===== config.mk =====
export PLATFORM = sky130hd
export DESIGN_NAME = riff_wave_chunk_locator
export DESIGN_NICKNAME = d
export VERILOG_FILES = /design/src/hw/rtl/rwcl_pkg.sv /design/src/hw/rtl/rwcl_regs.sv /design/src/hw/rtl/rwcl_parse.sv /design/src/hw/rtl/riff_wave_chunk_locator.sv
export SDC_FILE = /design/constraint.sdc
export NUM_CORES = 1
export LEC_CHECK = 0
export CAP_MARGIN = 0
export CORE_UTILIZATION = 40
export DETAILED_ROUTE_END_ITERATION = 16
export DONT_BUFFER_PORTS = 1
export GPL_TIMING_DRIVEN = 0
export REMOVE_ABC_BUFFERS = 1
export SLEW_MARGIN = 10
export SYNTH_ARGS = -nofsm -noshare
export SYNTH_HDL_FRONTEND = slang
export SYNTH_SLANG_ARGS = --single-unit

===== constraint.sdc =====
create_clock -name clk -period 21.2 [get_ports clk]
set_input_delay 1.06 -clock clk [delete_from_list [all_inputs] [get_ports clk]]
set_output_delay 1.06 -clock clk [all_outputs]
set_load 0.005 [all_outputs]

===== src/hw/rtl/rwcl_pkg.sv =====
`timescale 1ns / 1ps
// ============================================================================
// rwcl_pkg
// Shared types and constants for the RIFF/WAVE chunk locator.
// ============================================================================
package rwcl_pkg;

    // Byte-stream word
    typedef struct packed {
        logic [7:0] data_byte;
        logic       start_req;
    } byte_word_t;

    // Result word
    typedef struct packed {
        logic [2:0]  status;
        logic [32:0] fmt_offset;
        logic [32:0] data_offset;
        logic [31:0] data_size;
    } result_word_t;

    typedef enum logic [1:0] {
        PH_HEAD,
        PH_CHDR,
        PH_SKIP,
        PH_DONE
    } phase_t;

    localparam logic [2:0] ST_OK        = 3'd0;
    localparam logic [2:0] ST_NOT_RIFF  = 3'd1;
    localparam logic [2:0] ST_NOT_WAVE  = 3'd2;
    localparam logic [2:0] ST_FMT_SHORT = 3'd3;
    localparam logic [2:0] ST_NOT_FOUND = 3'd4;

    // FOURCC tags, little endian
    localparam logic [31:0] TAG_RIFF = 32'h4646_4952;
    localparam logic [31:0] TAG_WAVE = 32'h4556_4157;
    localparam logic [31:0] TAG_FMT  = 32'h2074_6D66;
    localparam logic [31:0] TAG_DATA = 32'h6174_6164;

    localparam logic [31:0] FMT_MIN_LEN = 32'd14;

    // Fixed header offsets
    localparam logic [32:0] POS_RIFF_TAG  = 33'd3;
    localparam logic [32:0] POS_RIFF_LEN  = 33'd7;
    localparam logic [32:0] POS_WAVE_TAG  = 33'd11;
    localparam logic [32:0] POS_FIRST_CHK = 33'd12;

    // Chunk header byte indexes
    localparam logic [2:0] HK_BODY = 3'd0;
    localparam logic [2:0] HK_REM  = 3'd1;
    localparam logic [2:0] HK_TAG  = 3'd3;
    localparam logic [2:0] HK_LEN  = 3'd7;

    // Configuration map
    localparam int unsigned PADDR_W = 3;
    localparam logic [PADDR_W-1:0] ADDR_NEED_FORMAT = 3'd0;

endpackage


===== src/hw/rtl/rwcl_regs.sv =====
`timescale 1ns / 1ps
// ============================================================================
// rwcl_regs
// APB-style configuration register file (need_format).
// ============================================================================
module rwcl_regs
    import rwcl_pkg::*;
(
    input  logic               clk,
    input  logic               rst_n,
    input  logic               psel,
    input  logic               penable,
    input  logic               pwrite,
    input  logic [PADDR_W-1:0] paddr,
    input  logic [31:0]        pwdata,
    output logic [31:0]        prdata,
    output logic               pready,
    output logic               need_format
);

    logic need_format_reg;
    logic need_format_next;
    logic hit;

    assign hit    = (paddr[PADDR_W-1:2] == ADDR_NEED_FORMAT[PADDR_W-1:2]);
    assign pready = 1'b1;

    always_comb
    begin
        need_format_next = need_format_reg;
        if (psel && penable && pwrite && hit)
        begin
            need_format_next = pwdata[0];
        end
    end

    always_ff @(posedge clk or negedge rst_n)
    begin
        if (!rst_n)
        begin
            need_format_reg <= 1'b1;
        end
        else
        begin
            need_format_reg <= need_format_next;
        end
    end

    assign prdata      = hit ? {31'd0, need_format_reg} : 32'd0;
    assign need_format = need_format_reg;

endmodule


===== src/hw/rtl/rwcl_parse.sv =====
`timescale 1ns / 1ps
// ============================================================================
// rwcl_parse
// Per-byte parse state and next-state logic; one byte per step.
// ============================================================================
module rwcl_parse
    import rwcl_pkg::*;
(
    input  logic         clk,
    input  logic         rst_n,
    input  logic         step,
    input  byte_word_t   item,
    input  logic         need_format,
    output logic         res_valid,
    output result_word_t res
);

    phase_t             phase_reg, phase_next;
    logic        [32:0] pos_reg, pos_next;
    logic        [31:0] ws_reg, ws_next;
    logic        [32:0] end_reg, end_next;
    logic        [31:0] tag_reg, tag_next;
    logic        [32:0] ncp_reg, ncp_next;
    logic        [32:0] body_reg, body_next;
    logic signed [33:0] rem_reg, rem_next;
    logic        [2:0]  hcnt_reg, hcnt_next;
    logic               fmt_found_reg, fmt_found_next;
    logic        [32:0] fmt_off_reg, fmt_off_next;
    logic               data_seen_reg, data_seen_next;
    logic        [32:0] data_off_reg, data_off_next;
    logic        [31:0] data_len_reg, data_len_next;

    phase_t             c_phase;
    logic        [2:0]  hk;
    logic        [31:0] len;
    logic        [31:0] rounded;
    logic        [33:0] nxt;
    logic               past_end;
    logic               fin;
    logic        [2:0]  fin_status;

    always_comb
    begin
        // start_req clears parse state before the byte is taken
        c_phase        = item.start_req ? PH_HEAD : phase_reg;
        pos_next       = item.start_req ? 33'd0 : pos_reg;
        ws_next        = item.start_req ? 32'd0 : ws_reg;
        end_next       = item.start_req ? 33'd0 : end_reg;
        tag_next       = item.start_req ? 32'd0 : tag_reg;
        ncp_next       = item.start_req ? 33'd0 : ncp_reg;
        body_next      = body_reg;
        rem_next       = rem_reg;
        hcnt_next      = hcnt_reg;
        fmt_found_next = item.start_req ? 1'b0 : fmt_found_reg;
        fmt_off_next   = item.start_req ? 33'd0 : fmt_off_reg;
        data_seen_next = item.start_req ? 1'b0 : data_seen_reg;
        data_off_next  = item.start_req ? 33'd0 : data_off_reg;
        data_len_next  = item.start_req ? 32'd0 : data_len_reg;
        phase_next     = c_phase;
        fin            = 1'b0;
        fin_status     = ST_OK;
        hk             = hcnt_reg;
        len            = 32'd0;
        rounded        = 32'd0;
        nxt            = 34'd0;
        past_end       = 1'b0;

        if (c_phase != PH_DONE)
        begin
            ws_next = {item.data_byte, ws_next[31:8]};

            if (c_phase == PH_SKIP)
            begin
                hk = HK_BODY;
                if (pos_next == ncp_next)
                begin
                    phase_next = PH_CHDR;
                end
            end

            unique case (phase_next)
                PH_HEAD:
                begin
                    if (pos_next == POS_RIFF_TAG)
                    begin
                        if (ws_next != TAG_RIFF)
                        begin
                            fin        = 1'b1;
                            fin_status = ST_NOT_RIFF;
                        end
                    end
                    else if (pos_next == POS_RIFF_LEN)
                    begin
                        end_next = 33'd8 + {1'b0, ws_next};
                    end
                    else if (pos_next == POS_WAVE_TAG)
                    begin
                        if (ws_next != TAG_WAVE)
                        begin
                            fin        = 1'b1;
                            fin_status = ST_NOT_WAVE;
                        end
                        else
                        begin
                            ncp_next = POS_FIRST_CHK;
                            if (POS_FIRST_CHK >= end_next)
                            begin
                                fin        = 1'b1;
                                fin_status = ST_NOT_FOUND;
                            end
                            else
                            begin
                                phase_next = PH_CHDR;
                                hcnt_next  = HK_BODY;
                            end
                        end
                    end
                end
                PH_CHDR:
                begin
                    hcnt_next = hk + 3'd1;
                    if (hk == HK_BODY)
                    begin
                        body_next = ncp_next + 33'd8;
                    end
                    else if (hk == HK_REM)
                    begin
                        // room left from body start to end of RIFF
                        rem_next = $signed({1'b0, end_next}) - $signed({1'b0, body_reg});
                    end
                    else if (hk == HK_TAG)
                    begin
                        tag_next = ws_next;
                    end
                    else if (hk == HK_LEN)
                    begin
                        len      = ws_next;
                        rounded  = {len[31:1] + {30'd0, len[0]}, 1'b0};
                        nxt      = {1'b0, body_reg} + {2'd0, rounded};
                        past_end = ($signed({2'b00, rounded}) >= rem_reg);

                        if (tag_next == TAG_FMT)
                        begin
                            if (need_format && !fmt_found_next)
                            begin
                                if (len < FMT_MIN_LEN)
                                begin
                                    fin        = 1'b1;
                                    fin_status = ST_FMT_SHORT;
                                end
                                else
                                begin
                                    fmt_found_next = 1'b1;
                                    fmt_off_next   = body_reg;
                                    if (data_seen_next && (data_len_next != 32'd0))
                                    begin
                                        fin        = 1'b1;
                                        fin_status = ST_OK;
                                    end
                                end
                            end
                        end
                        else if (tag_next == TAG_DATA)
                        begin
                            if (!data_seen_next || (data_len_next == 32'd0))
                            begin
                                data_seen_next = 1'b1;
                                data_off_next  = body_reg;
                                data_len_next  = len;
                                if (!need_format || fmt_found_next)
                                begin
                                    fin        = 1'b1;
                                    fin_status = ST_OK;
                                end
                            end
                        end

                        if (!fin)
                        begin
                            if (past_end)
                            begin
                                fin        = 1'b1;
                                fin_status = ST_NOT_FOUND;
                            end
                            else
                            begin
                                ncp_next   = nxt[32:0];
                                phase_next = PH_SKIP;
                            end
                        end
                    end
                end
                PH_SKIP:
                begin
                end
                PH_DONE:
                begin
                end
                default:
                begin
                end
            endcase

            if (fin)
            begin
                phase_next = PH_DONE;
            end
            else
            begin
                pos_next = pos_next + 33'd1;
            end
        end
    end

    always_ff @(posedge clk or negedge rst_n)
    begin
        if (!rst_n)
        begin
            phase_reg     <= PH_HEAD;
            pos_reg       <= 33'd0;
            ws_reg        <= 32'd0;
            end_reg       <= 33'd0;
            tag_reg       <= 32'd0;
            ncp_reg       <= 33'd0;
            body_reg      <= 33'd0;
            rem_reg       <= 34'sd0;
            hcnt_reg      <= 3'd0;
            fmt_found_reg <= 1'b0;
            fmt_off_reg   <= 33'd0;
            data_seen_reg <= 1'b0;
            data_off_reg  <= 33'd0;
            data_len_reg  <= 32'd0;
        end
        else if (step)
        begin
            phase_reg     <= phase_next;
            pos_reg       <= pos_next;
            ws_reg        <= ws_next;
            end_reg       <= end_next;
            tag_reg       <= tag_next;
            ncp_reg       <= ncp_next;
            body_reg      <= body_next;
            rem_reg       <= rem_next;
            hcnt_reg      <= hcnt_next;
            fmt_found_reg <= fmt_found_next;
            fmt_off_reg   <= fmt_off_next;
            data_seen_reg <= data_seen_next;
            data_off_reg  <= data_off_next;
            data_len_reg  <= data_len_next;
        end
    end

    assign res_valid       = fin;
    assign res.status      = fin_status;
    assign res.fmt_offset  = fmt_off_next;
    assign res.data_offset = data_off_next;
    assign res.data_size   = data_len_next;

endmodule


===== src/hw/rtl/riff_wave_chunk_locator.sv =====
`timescale 1ns / 1ps
// ============================================================================
// riff_wave_chunk_locator
// Locates the fmt and data chunks of a RIFF/WAVE byte stream.
// ============================================================================
//
//  channel  | handshake                   | word
//  ---------+-----------------------------+--------------------------------------
//  byte     | byte_valid / byte_ready     | byte_word   (data_byte, start_req)
//  result   | result_valid / result_ready | result_word (status, offsets, size)
//  config   | psel/penable/pwrite, APB    | need_format at paddr 0
//
//  One byte per clock while no result waits. A byte goes input register ->
//  parse logic -> result register. A byte in the input register is parsed
//  only when the result register is empty or being drained. While a result
//  waits there, parsing stops and byte_ready drops as soon as the input
//  register holds a byte. Reset clears all parse state and sets need_format.
//
//  The per-byte path is bounded by the chunk-length step: round-up of the
//  32-bit length, the 33-bit next-chunk add and the end compare. Body offset
//  and remaining room are precomputed on the first header bytes.
// ============================================================================
module riff_wave_chunk_locator
    import rwcl_pkg::*;
(
    input  logic               clk,
    input  logic               rst_n,

    input  logic               byte_valid,
    output logic               byte_ready,
    input  byte_word_t         byte_word,

    output logic               result_valid,
    input  logic               result_ready,
    output result_word_t       result_word,

    input  logic               psel,
    input  logic               penable,
    input  logic               pwrite,
    input  logic [PADDR_W-1:0] paddr,
    input  logic [31:0]        pwdata,
    output logic [31:0]        prdata,
    output logic               pready
);

    // input register
    logic         in_valid_reg, in_valid_next;
    byte_word_t   in_word_reg, in_word_next;

    // result register
    logic         out_valid_reg, out_valid_next;
    result_word_t out_word_reg, out_word_next;

    logic         need_format;
    logic         step;
    logic         res_valid;
    result_word_t res;

    rwcl_regs u_regs (
        .clk         (clk),
        .rst_n       (rst_n),
        .psel        (psel),
        .penable     (penable),
        .pwrite      (pwrite),
        .paddr       (paddr),
        .pwdata      (pwdata),
        .prdata      (prdata),
        .pready      (pready),
        .need_format (need_format)
    );

    // Parse a held byte whenever the result slot can take a possible result
    assign step       = in_valid_reg && (!out_valid_reg || result_ready);
    assign byte_ready = !in_valid_reg || step;

    rwcl_parse u_parse (
        .clk         (clk),
        .rst_n       (rst_n),
        .step        (step),
        .item        (in_word_reg),
        .need_format (need_format),
        .res_valid   (res_valid),
        .res         (res)
    );

    always_comb
    begin
        in_valid_next  = in_valid_reg;
        in_word_next   = in_word_reg;
        out_valid_next = out_valid_reg;
        out_word_next  = out_word_reg;

        if (byte_ready)
        begin
            in_valid_next = byte_valid;
            in_word_next  = byte_word;
        end

        if (result_ready)
        begin
            out_valid_next = 1'b0;
        end
        if (step && res_valid)
        begin
            out_valid_next = 1'b1;
            out_word_next  = res;
        end
    end

    always_ff @(posedge clk or negedge rst_n)
    begin
        if (!rst_n)
        begin
            in_valid_reg  <= 1'b0;
            out_valid_reg <= 1'b0;
        end
        else
        begin
            in_valid_reg  <= in_valid_next;
            out_valid_reg <= out_valid_next;
        end
    end

    always_ff @(posedge clk)
    begin
        in_word_reg  <= in_word_next;
        out_word_reg <= out_word_next;
    end

    assign result_valid = out_valid_reg;
    assign result_word  = out_word_reg;

endmodule

==> results of run 1 <==
==> layout by cell type, fill, tap and decap left out, types with 17 or more instances in the layout <==
cell type / netlist / layout
a21o_1: 40 / 40
a21oi_1: 121 / 119
a22o_1: 130 / 130
a22oi_1: 31 / 31
a31o_2: 34 / 34
a31oi_1: 17 / 17
and3_1: 35 / 34
clkbuf_16: 0 / 53
conb_1: 2 / 32
dfrtp_1: 329 / 329
edfxtp_1: 110 / 110
ha_1: 106 / 106
inv_1: 114 / 113
nand2_1: 402 / 398
nand3_1: 58 / 58
nand4_1: 36 / 36
nor2_1: 140 / 137
nor2b_1: 69 / 69
nor3_1: 47 / 47
nor4_1: 44 / 44
o21a_1: 25 / 25
o21ai_0: 195 / 194
o31ai_1: 33 / 33
xnor2_1: 128 / 128
xor2_1: 42 / 42
==> worst paths after layout <==
path	slack [ps]	cells after the start	to
setup / recovery	13470	23	u_parse.ncp_reg[32]
hold / removal	170	0	u_parse.fmt_off_reg[0]
setup reg to reg	13470	23	u_parse.ncp_reg[32]
hold reg to reg	480	2	u_parse.rem_reg[4]
max in group asynchronous	19780	0	u_parse.data_off_reg[9]
min in group clk	480	2	u_parse.rem_reg[4]
==> layer usage <==
layer  wire [um]  track usage [%]  share of wire [%]
met2       35390            37.15                 44
met1       36320            35.67                 46
met4        2266            7.325                2.8
met5           0                0                  0
met3        5763            4.200                7.2
==> through the flow <==
stage	instances	worst slack [ps]	cell area [um^2]	utilization [%]	total power (W)
2_1_floorplan	2533	6478	24480	-	0.001209
3_3_place_gp	3370	-3981	25520	41.13	0.001317
3_5_place_dp	3402	13680	26230	42.27	0.001337
4_1_cts	3497	13650	27980	45.09	0.002274
5_1_grt	3497	13080	27980	45.09	0.002355
6_report	3497	13470	27980	45.09	0.002263
==> cells by family (layout without fill, tap and decap cells) <==
family	after synthesis	after routing	synth area share, %
adder cells (fa/ha/maj)	108	108	5.402
flip-flops	440	440	45.72
multiplexers	8	8	0.3364
buffers and inverters	318	241	5.358
XOR/XNOR	170	170	5.887
AO/OA/AOI/OAI	725	725	19.51
other	2	32	0.02969
AND/OR/NAND/NOR	936	936	17.76
==> cell type report <==
class                      count  area, um^2
fill                        5959       34070
multi-input combinational   1979       12560
sequential                   440       11560
clock buffer                  66        1415
tap                          837        1047
timing repair buffer          32       629.4
inverter                     114       432.9
clock inverter                29       335.3
==> cell usage after synthesis (6+ instances only) <==
cell,instances
buf_4,32
a22oi_1,31
or4_1,11
or3_1,13
a21o_1,40
nor2_1,140
o21a_1,25
a21oi_1,121
o211ai_1,7
a32oi_1,13
o21ai_0,195
nor2b_1,69
and2_1,13
and4_1,7
clkbuf_1,145
nand4b_1,7
nand3_1,58
edfxtp_1,110
xnor2_1,128
inv_1,114
a31o_2,34
nor3_1,47
a22o_1,130
dfrtp_1,329
a211oi_1,12
xor2_1,42
and3_1,35
nand2b_1,13
buf_2,20
or2_2,13
o21bai_1,6
nor4_1,44
o31ai_1,33
nor4b_1,8
ha_1,106
nand4_1,36
nand2_1,402
a31oi_1,17
==> power groups by stage <==
stage | registers, W | clock network, W | logic [W]
2_1_floorplan | 0.000968 | 0 | 0.000241
3_3_place_gp | 0.000995 | 0 | 0.000322
3_5_place_dp | 0.000991 | 0 | 0.000346
4_1_cts | 0.000976 | 0.000951 | 0.000348
5_1_grt | 0.000983 | 0.000982 | 0.000391
6_report | 0.000978 | 0.000932 | 0.000353
==> worst max-delay path: stages, from the launching register on <==
cell and delay, ps:
edfxtp_1 720, buf_8 320, inv_6 290, nand2_1 210, inv_1 150, ha_1 220, and3_1 230, and3_1 330
and3_1 290, and3_1 270, nand2_1 70, nor3_1 360, xnor2_1 140, a21oi_1 420, ha_1 340, a21oi_1 170
o221ai_1 120, a21oi_1 160, o221ai_1 240, a21oi_1 640, a31oi_1 460, o311ai_0 1070, o41a_1 290, o31ai_1 60
==> out/results.tsv, run 1 <==
metric	value	unit
Syn. warnings	0	
CP max FO	32	
largest net degree at the start of global routing	331	
root buf cell	clkbuf_16	
dpl hpwl	56690	um
die area	64240	um^2
die width	253.5	um
switch share	29.12	%
cell accounting for the most synthesized area	dfrtp_1	
I/O Buffers	0	
Internal Power	0.001604	W
status	finished, violations left	
DRT antenna net count	0	
Comb power frac	15.6	%
Largest register FFs	101	
Rows	91	
VDD IR max	0.05098	mV
number of CTS-inserted buffers	51	
crit end category	flip-flop	
crit path DAT	8200	ps
ratio of cells with drive above 1 in the final layout	7.030	%
final hold vios	0	
Clk Latency, worst-skew pair	600	ps
pwr/cell area	80.86	nW/um^2
Worst Hold Class	in -> async	
initial antenna violation count	0	
iteration count of the initial detailed-routing pass	7	
post-synthesis sequential area ratio	45.72	%
ANT cells	0	
failing checks	max-slew violations	
vias in the first global route	19310	
# setup viols final	0	
DRC Markers	0	
Area Growth Syn to Fin	10.64	%
register bit total from synthesis	440	
Synth Cell Area	25290	um^2
ys flop type	dfrtp_1	
Startpoint Class	flip-flop	
die height	253.5	um
CTS Buffer Depth	3	
CTS tree	yes	
count of cells resized by post-cts repair	0	
max cap viols	0	
WL/cell	22.80	um
Clock transition at path regs	60	ps
Leak	11.66	nW
GP Congestion	0.9449	
via count	20530	
first-pass GRT wire length	120100	um
Setup CP Type	reg -> reg	
Via density	5.870	
clk sinks	440	
crit path launch	in_word_reg[0]	
Mapped Cells	2707	
Final Cycle Share	36.48	%
Syn Area/Cell	9.343	um^2
Setup TNS	0	ps
clk_skew	17.49	ps
I/O pin cnt	187	
Peak Freq	129.3	MHz
Slew Viols, Final	66	
post-CTS setup buffer count	0	
post-synth top area share	32.55	%
share of synthesized flip-flops with an asynchronous set or reset	75.00	%
GRT Residual Overflow	0	
initial core utilization	40.76	%
Total GRT Usage	24.54	%
Post-synth EDFFs	110	
Final nets	2777	
NetSw	0.0006588	W
Tightest Pin Transition	1569	ps
RSZ-0062 raised after global routing	false	
DRT Wirelength	79740	um
WHS	173.1	ps
Synth cell types	78	
hold buffers post-CTS	0	
R2R Path Start	in_word_reg[0]	
WP data required	21660	ps
Clock power frac	41.2	%
proportion of power drawn by flip-flops and latches	43.2	%
core area	62050	um^2
Slew headroom	-4.629	%
DR iter-0 viols	2263	
largest cells by area after synthesis	dfrtp_1 33%, edfxtp_1 13%, nand2_1 6.0%, ha_1 5.2%, a22o_1 4.5%	
shortest period the worst path allows	7734	ps
H-Tree Depth	2	
Power figures use the tool's default switching activity.
==> run 2, diff against run 1 <==
clock period = 8 ns   (was 21.2 ns; I/O delays follow)
==> run 2 against run 1 <==
Effect of this change: the run ends with negative hold slack, max-slew violations left; global-route usage about the same; wire length about the same; sequential share of layout area down 0.16 points; cell count up 0.31%; sequential cell count unchanged; non-clock buffer count up 11; die area unchanged; critical path type unchanged; largest cell class unchanged.
==> out/results.tsv, run 2 (synthesized netlist as in run 1, its figures left out) <==
metric	value	unit	change
status	finished, violations left		unchanged
failing checks	negative hold slack, max-slew violations		was max-slew violations
shortest period the worst path allows	7423	ps	was 7734 ps
initial antenna violation count	0		unchanged
slowest cell delay on critical path	730	ps	was 1070 ps
root buf cell	clkbuf_16		unchanged
Total GRT Usage	24.58	%	was 24.54%
hold buffers post-CTS	11		was 0
CP Cell Sequence	buf_8 > inv_6 > nand2_1 > inv_1 > ha_1 > and3_1 > and3_1 > and3_1 > and3_1 > nand2_1 > nor3_1 > xnor2_1 > a21oi_1 > ha_1 > a21oi_1 > o221ai_1 > a21oi_1 > o221ai_1 > a21oi_1 > a211o_1 > nand4_1 > or4_1 > a31oi_1		was buf_8 > inv_6 > nand2_1 > inv_1 > ha_1 > and3_1 > and3_1 > and3_1 > and3_1 > nand2_1 > nor3_1 > xnor2_1 > a21oi_1 > ha_1 > a21oi_1 > o221ai_1 > a21oi_1 > o221ai_1 > a21oi_1 > a31oi_1 > o311ai_0 > o41a_1 > o31ai_1
Final Cycle Share	92.78	%	was 36.48%
via count	20560		was 20530
initial core utilization	40.76	%	unchanged
pwr/cell area	213.5	nW/um^2	was 80.86 nW/um^2
Clock transition at path regs	60	ps	about the same
number of CTS-inserted buffers	51		unchanged
RSZ-0062 raised after global routing	false		unchanged
Worst Path Buf+Inv	3		unchanged
H-Tree Depth	2		unchanged
DP Cell Count	3402		unchanged
Startpoint Class	flip-flop		unchanged
WP data required	8520	ps	was 21660 ps
Tightest Pin Transition	1519	ps	was 1569 ps
CP top delay family	simple AND/OR/NAND/NOR gates		was compound AO/OA/AOI/OAI gates
final hold vios	329		was 0
Area Growth Syn to Fin	11.07	%	was 10.64%
Clk Latency, worst-skew pair	610	ps	was 600 ps
DRT Wirelength	79680	um	was 79740 um
Leak	11.70	nW	was 11.66 nW
Final nets	2788		was 2777
CP max FO	32		unchanged
CTS tree	yes		unchanged
Post-Layout Cell Count	3508		was 3497
# setup viols final	0		unchanged
I/O Buffers	0		unchanged
vias in the first global route	19370		was 19310
WHS	-488.6	ps	was 173.1 ps
Final Worst Setup Slack	577.2	ps	was 13470 ps
total power draw	0.005997	W	was 0.002263 W
VDD IR max	0.1352	mV	was 0.05098 mV
reg2reg setup slack	580	ps	was 13470 ps
iteration count of the initial detailed-routing pass	5		was 7
die height	253.5	um	unchanged
crit end category	flip-flop		unchanged
CTS Buffer Depth	3		unchanged
Slew headroom	-1.257	%	was -4.629%
GP Congestion	0.9449		unchanged
first-pass GRT wire length	120400	um	was 120100 um
most frequent cells in the layout	398 x nand2_1, 329 x dfrtp_1, 194 x o21ai_0		unchanged
Rows	91		unchanged
Setup CP Type	reg -> reg		unchanged
Setup TNS	0	ps	unchanged
die area	64240	um^2	unchanged
DRT antenna net count	0		unchanged
fin area	28090	um^2	was 27980 um^2
WL/cell	22.71	um	was 22.80 um
ANT cells	0		unchanged
core area	62050	um^2	unchanged
DRC Markers	0		unchanged
clk sinks	440		unchanged
Slew Viols, Final	25		was 66
ratio of cells with drive above 1 in the final layout	7.001	%	was 7.030%
Largest register FFs	101		unchanged
I/O pin cnt	187		unchanged
Worst Hold Class	in -> async		unchanged
placed inst area	26230	um^2	unchanged
DP Worst Slack	477.6	ps	was 13680 ps
crit path DAT	7940	ps	was 8200 ps
largest net degree at the start of global routing	331		unchanged
dpl hpwl	56690	um	unchanged
Filler cells	5949		was 5959
CP max-delay cell	edfxtp_1		was o311ai_0
DR iter-0 viols	2183		was 2263
max cap viols	0		unchanged
Peak Freq	134.7	MHz	was 129.3 MHz
clk_skew	18.23	ps	was 17.49 ps
Via density	5.861		was 5.870
GRT Residual Overflow	0		unchanged
commonest non-fill, non-tap cell in the layout	nand2_1		unchanged
die width	253.5	um	unchanged
## run 2: layout make-up
type                            instances  area [um^2]  area share (%)
Multi-Input combinational cell       1979        12560           44.71
Sequential cell                       440        11560           41.16
Clock buffer                           66         1415           5.037
Tap cell                              837         1047           3.728
Timing Repair Buffer                   43        739.5           2.632
Inverter                              114        432.9           1.541
Clock inverter                         29        335.3           1.194
## run 2: path summary, 6_finish.rpt
path                                      from                       to  depth (start not counted)
min in group clk                        pwrite       u_regs.need_format                          2
setup / recovery                in_word_reg[0]      u_parse.pos_reg[24]                         23
max in group asynchronous                rst_n  u_parse.data_off_reg[9]                          0
setup reg to reg                in_word_reg[0]      u_parse.pos_reg[24]                         23
hold / removal                           rst_n   u_parse.fmt_off_reg[0]                          0
hold reg to reg            u_parse.rem_reg[23]      u_parse.rem_reg[23]                          2
## run 2: routing by layer
layer / wire length [um] / global-route usage (%) / vias to the layer above
met3: 5542 / 4.200 / 129
met4: 2371 / 7.481 / 0
met1: 36320 / 35.75 / 10170
met5: 0 / 0 / -
met2: 35450 / 37.14 / 756
li1: - / - / 9510
## run 2: power breakdown
| part | leakage, nW | internal, W | switching (W) |
|---|---|---|---|
| sequential | 5.72 | 0.00241 | 0.000178 |
| combinational | 5.14 | 0.000366 | 0.000572 |
| clock | 0.840 | 0.00147 | 0.000993 |
## run 2: timing repair
action | in CTS | in global routing
gates resized for setup | 0 | 1
setup endpoints to repair | 0 | 1
endpoints found under the hold margin | 341 | 330
buffers inserted | 0 | 0
## run 2: stage by stage
| stage | hold slack (ps) | utilization, % |
|---|---|---|
| after floorplan | 104.4 | - |
| after global routing | -509.6 | 45.27 |
| final | -488.6 | 45.27 |
| after CTS | -522.1 | 45.27 |
| after detailed placement | 115.7 | 42.27 |
| after global placement | 115.8 | 41.13 |
